`config.mk`:
```
export PLATFORM = sky130hd
export DESIGN_NAME = hpx_pack
export DESIGN_NICKNAME = d
export VERILOG_FILES = /design/src/rtl/hpx_pkg.sv /design/src/rtl/hpx_pack.sv
export SDC_FILE = /design/constraint.sdc
export NUM_CORES = 1
export LEC_CHECK = 0
export BUFFER_PORTS_ARGS = -buffer_cell sky130_fd_sc_hd__buf_2
export CAP_MARGIN = 20
export CORE_MARGIN = 4
export CORE_UTILIZATION = 55
export DETAILED_ROUTE_END_ITERATION = 16
export PLACE_DENSITY = 0.89
export SLEW_MARGIN = 0
export SYNTH_ARGS = -nofsm -noshare
export SYNTH_HDL_FRONTEND = slang
export SYNTH_SLANG_ARGS = --single-unit
```
`constraint.sdc`:
```
create_clock -name vclk -period 15.9
set_input_delay 4.77 -clock vclk [all_inputs]
set_output_delay 4.77 -clock vclk [all_outputs]
set_load 0.02 [all_outputs]
```
`src/rtl/hpx_pkg.sv`:
```
package hpx_pkg;

  localparam int PIX_W         = 36;
  localparam int PIX_BUS_W     = ((PIX_W + 7) / 8) * 8;
  localparam int MAX_ORDER_DEF = 16;
  localparam int ORDER_W       = 5;
  localparam int FRAC_W        = 30;
  localparam int ROOT_W        = 32;
  localparam int RAD_W         = 64;
  localparam int SQRT_STEPS    = 32;
  localparam int ANG_W         = 35;
  localparam int FACE_W        = 4;

  localparam logic [ORDER_W-1:0] ORDER_RESET = 5'd10;

  // Word index of the resolution order register on the configuration port.
  localparam logic REG_ORDER = 1'b0;

  typedef struct packed {
    logic              eq;
    logic              zneg;
    logic [1:0]        ntt;
    logic [FRAC_W-1:0] frac;
    logic [PIX_W-1:0]  eq_pix;
  } side_t;

endpackage

```
`src/rtl/hpx_pack.sv`:
```
module hpx_pack #(
  parameter int ORD_MAX = 16,
  parameter int K_W     = 5
) (
  input  logic [hpx_pkg::FACE_W-1:0] face_i,
  input  logic [ORD_MAX-1:0]         ix_i,
  input  logic [ORD_MAX-1:0]         iy_i,
  input  logic [K_W-1:0]             k_i,
  output logic [hpx_pkg::PIX_W-1:0]  pix_o
);

  logic [2*ORD_MAX-1:0] spread;

  always_comb begin
    spread = '0;
    for (int i = 0; i < ORD_MAX; i++) begin
      spread[2*i]   = ix_i[i];
      spread[2*i+1] = iy_i[i];
    end
  end

  assign pix_o = (hpx_pkg::PIX_W'(face_i) << {k_i, 1'b0}) + hpx_pkg::PIX_W'(spread);

endmodule

```
==> flow_metrics.tcl, run 1 <==
set metrics [dict create \
    dieArea_mm2 0.00517 \
    critPathRequiredTime_ps 11130 \
    final_nets 484 \
    final_antenna_net_count 0 \
    vias_per_cell 6.26 \
    synth_area_mm2 0.00225 \
    grtUsageTotal_pct 26.1 \
    wl_um 7100 \
    layout_common_cells "buf_2 (77), nor2_1 (43), a21oi_1 (40)" \
    setup_viol 0 \
    synth_warnings 0 \
    fillCellCount 358 \
    hold_depth 3 \
    critPathLaunchType "input pin" \
    post_drt_wl_per_cell_um 15.6 \
    hp-class "input pin to output port" \
    first_iter_violations 283 \
    synthTopCellsByArea "ha_1 (18%), a21oi_1 (8.9%), xnor2_1 (7.4%)" \
    whs_endpoint "pix_o[0]" \
    postCtsHoldBufs 0 \
    core_mm2 0.00380 \
    hold_violations 0 \
    nClkBuffers 0 \
    cp-end-kind "output port" \
    chipHeight_um 71.9 \
    ios 77 \
    grt_pass1_vias 2585 \
    fin_util_pct 68.9 \
    gp_congestion 0.976 \
    relSlewSlack_pct 52.1 \
    synth_top_area_share_pct 17.8 \
    fp.dieW_um 71.9 \
    synth_top_area_cell "ha_1" \
    drive_above_1_share_pct 21.6 \
    antenna_cells 0 \
    layout_commonest_cell "buf_2" \
    path_cells "buf_2 > mux2i_1 > nand2b_1 > nor2_1 > ha_1 > a21oi_1 > o21ai_0 > o21ai_0 > o2111ai_1 > a211oi_1 > nor2_1 > xor2_1 > buf_2" \
    tns_ps 0 \
    dp_hpwl_um 5930 \
    rows 22 \
    vias 2854 \
    io_buffers 77 \
    ff_latch_area_um2 0 \
    critPathBufInv 2 \
    syn_to_final_growth_pct 16.4 \
    cts_resized 0 \
    synthDistinctLibCells 49 \
    power_per_cell_area_mw_per_mm2 24.4 \
    crit_type "input pin to output port" \
    synth_seq_area_share_pct 0 \
    start_util_pct 59.2 \
    grt_pass1_wl_um 11400 \
    dr.pass1.iters 5 \
    p_total_mw 0.0638 \
    fin_crit_ps 12770 \
    critPathMaxStageDelay_ps 630 \
    drv_cap 0 \
    cpMaxStageDelayCell "mux2i_1" \
    worstMarginPinSlew_ps 698 \
    rsz0062_at_grt "no" \
    crit_family "compound AO/OA/AOI/OAI gates" \
    antenna_found_initial 0 \
    cp_max_fo 9 \
    finalCritPeriodShare_pct 80.3 \
    cts_setup_buffers 0 \
    grt_overflow 0 \
    max_freq_ghz 0.0783 \
    grt_max_degree 16 \
    leakage_nw 1.34 \
    drc 0 \
    syn_nets 423 \
    slew_viol_final 0 \
    seq_cell_count 0 \
    worstPathArrival_ps 8000 \
    status "complete, no violations" \
    hp-start "ix_i[0]" \
    vdd_drop_max_uv 12.8 \
    syn_avg_cell_area_um2 6.44 \
    synthCells 349 \
]
## logic make-up (layout without fill, tap and decap cells)
group,Yosys count,in the layout,synth area share (%)
muxes,3,3,1.39
xor gates and xnor gates,32,32,12.5
and+or+nand+nor,147,147,31.9
adders and majority gates,33,33,18.7
buffers and inverters,26,85,4.79
AOI/OAI and AO/OA,108,108,30.7
## layer usage
| layer | up-vias | GRT usage, % | part of all wire [%] |
|---|---|---|---|
| met4 | 0 | 4.80 | 1.8 |
| met1 | 1283 | 35.5 | 44 |
| met2 | 149 | 45.8 | 47 |
| met5 | - | 0 | 0 |
| met3 | 14 | 1.25 | 7.4 |
| li1 | 1408 | - | - |
## where the power goes
part	switching, mW	internal [mW]
Sequential	0	0
Clock	0	0
Combinational	0.0404	0.0234
Total	0.0404	0.0234
## cell usage after synthesis (8+ instances only)
cell type	count
and3_1	8
nor2_1	43
inv_1	8
nand2_1	35
a21o_1	11
clkbuf_1	12
nand4_1	8
nand3_1	14
a21oi_1	40
xor2_1	13
ha_1	32
nor3_1	14
xnor2_1	19
a31oi_1	8
o21ai_0	17
## worst max-delay path by stage
stage	startpoint	to	slack, ps	cells after the start
after floorplan	k_i[0]	pix_o[35]	3440	12
after global placement	k_i[0]	pix_o[33]	3270	13
after detailed placement	k_i[0]	pix_o[33]	3200	13
after CTS	k_i[0]	pix_o[33]	3210	13
after global routing	k_i[0]	pix_o[33]	2850	13
final	k_i[0]	pix_o[33]	3130	13
## through the flow
stage / cells / setup WS [ps] / hold WS (ps) / area [um2]
2_1_floorplan: 349 / 3440 / 9750 / 2250
3_3_place_gp: 456 / 3270 / 9880 / 2620
3_5_place_dp: 456 / 3200 / 9880 / 2620
4_1_cts: 456 / 3210 / 9890 / 2620
5_1_grt: 456 / 2850 / 9900 / 2620
6_report: 456 / 3130 / 9890 / 2620
## final cells by class
cell class	instances	area (um2)	share of cell area (%)
Multi-Input combinational cell	323	2140	81.8
Timing Repair Buffer	77	385	14.7
Tap cell	48	60.1	2.30
Inverter	8	30.0	1.15
Note: power is estimated with default switching activity, not from simulation.
==> run 2: changes to the inputs <==
CORE_UTILIZATION = 49   (was 55)
PLACE_DENSITY = 0.84   (was 0.89)
clock period = 10.5 ns   (was 15.9 ns; I/O delays follow)
==> flow_metrics.tcl, run 2 (same netlist as run 1, synthesis figures left out) <==
set metrics [dict create \
    status "complete, no violations" \
    critPathLaunchType "input pin" \
    layout_commonest_cell "buf_2" \
    cp_max_fo 9 \
    leakage_nw 1.34 \
    ios 77 \
    worstMarginPinSlew_ps 610 \
    finalCritPeriodShare_pct 89.6 \
    setup_viol 0 \
    cp-end-kind "output port" \
    gp_congestion 1.00 \
    slew_viol_final 0 \
    grt_pass1_vias 2553 \
    grt_max_degree 16 \
    vdd_drop_max_uv 18.5 \
    netSwitchingPower_mw 0.0612 \
    p_clk_share_pct 0 \
    combPwrFrac_pct 100.0 \
    wl_um 7110 \
    nClkBuffers 0 \
    core_mm2 0.00438 \
    dr.pass1.iters 5 \
    fp.dieW_um 75.7 \
    switching_share_pct 63.1 \
    hold_depth 3 \
    final_nets 485 \
    post_drt_wl_per_cell_um 15.4 \
    crit_type "input pin to output port" \
    cts_resized 0 \
    seqPwrFrac_pct 0 \
    syn_to_final_growth_pct 16.9 \
    vias_per_cell 6.27 \
    postCtsHoldBufs 0 \
    internal_power_mw 0.0358 \
    grt_overflow 0 \
    chipHeight_um 75.7 \
    drive_above_1_share_pct 21.8 \
    dp_hpwl_um 5970 \
    hold_violations 0 \
    dieArea_mm2 0.00574 \
    critPathRequiredTime_ps 7350 \
    dp.cells 461 \
    first_iter_violations 282 \
    grtUsageTotal_pct 24.5 \
    fin_util_pct 60.0 \
    max_freq_ghz 0.106 \
    rows 24 \
    cts_setup_buffers 0 \
    relSlewSlack_pct 58.1 \
    start_util_pct 51.3 \
    hp-class "input pin to output port" \
    p_total_mw 0.0970 \
    antenna_cells 0 \
    final_cells 461 \
    fin_crit_ps 9410 \
    seq_cell_count 0 \
    power_per_cell_area_mw_per_mm2 36.9 \
    antenna_found_initial 0 \
    fillCellCount 429 \
    layout_common_cells "buf_2 (77), nor2_1 (43), a21oi_1 (40)" \
    grt_pass1_wl_um 11400 \
    vias 2889 \
    post-place-ws_ps 1110 \
    hp-start "ix_i[0]" \
    io_buffers 77 \
    drc 0 \
    ff_latch_area_um2 0 \
    final_antenna_net_count 0 \
    fin_ws_ps 1090 \
    worstPathArrival_ps 6260 \
    rsz0062_at_grt "no" \
    drv_cap 0 \
    tns_ps 0 \
    whs_endpoint "pix_o[0]" \
    multi_input_area_mm2 0.00214 \
]
==> run 2: changes by cell type in the layout (fill, tap and decap cells not counted) <==
cell | before | now
buf_4 | 0 | 1
==> run 2: cell type report <==
cell class	count	area share, %
inverters	8	1.14
well taps	52	2.48
repair buffers	78	14.9
multi-input cells	323	81.4
==> run 2: power groups by stage <==
stage          Sequential (mW)  Clock (mW)  Combinational (mW)
2_1_floorplan                0           0              0.0659
3_3_place_gp                 0           0              0.0947
3_5_place_dp                 0           0              0.0959
4_1_cts                      0           0              0.0964
5_1_grt                      0           0               0.106
6_report                     0           0              0.0970
==> run 2: worst max-delay path by stage <==
stage / from / endpoint / slack [ps] / cells after the start
2_1_floorplan: k_i[0] / pix_o[35] / 1280 / 12
5_1_grt: k_i[0] / pix_o[35] / 910 / 13
4_1_cts: k_i[0] / pix_o[35] / 1110 / 13
3_5_place_dp: k_i[0] / pix_o[35] / 1110 / 13
3_3_place_gp: k_i[0] / pix_o[35] / 1240 / 13
6_report: k_i[0] / pix_o[35] / 1090 / 13
==> run 2: worst max-delay path, stage by stage <==
cell and delay (ps):
buf_2 180, mux2i_1 570, nand2b_1 230, nor3_1 70, ha_1 370, and4_1 230
nand3_1 130, or4_1 510, a211oi_2 160, a211oi_1 110, nor4_2 200, xor2_1 170
buf_2 180
==> run 2: through the flow <==
stage          hold WS (ps)  instance area, um2
2_1_floorplan          6510                2250
3_5_place_dp           6650                2630
6_report               6650                2630
4_1_cts                6650                2630
3_3_place_gp           6640                2630
5_1_grt                6660                2630
==> run 2: layer usage <==
metal	vias to the layer above	global-route usage (%)	wire length, um
met3	22	1.45	596
li1	1409	-	-
met4	0	6.41	184
met1	1294	32.2	2930
met2	164	43.2	3400
met5	-	0	0
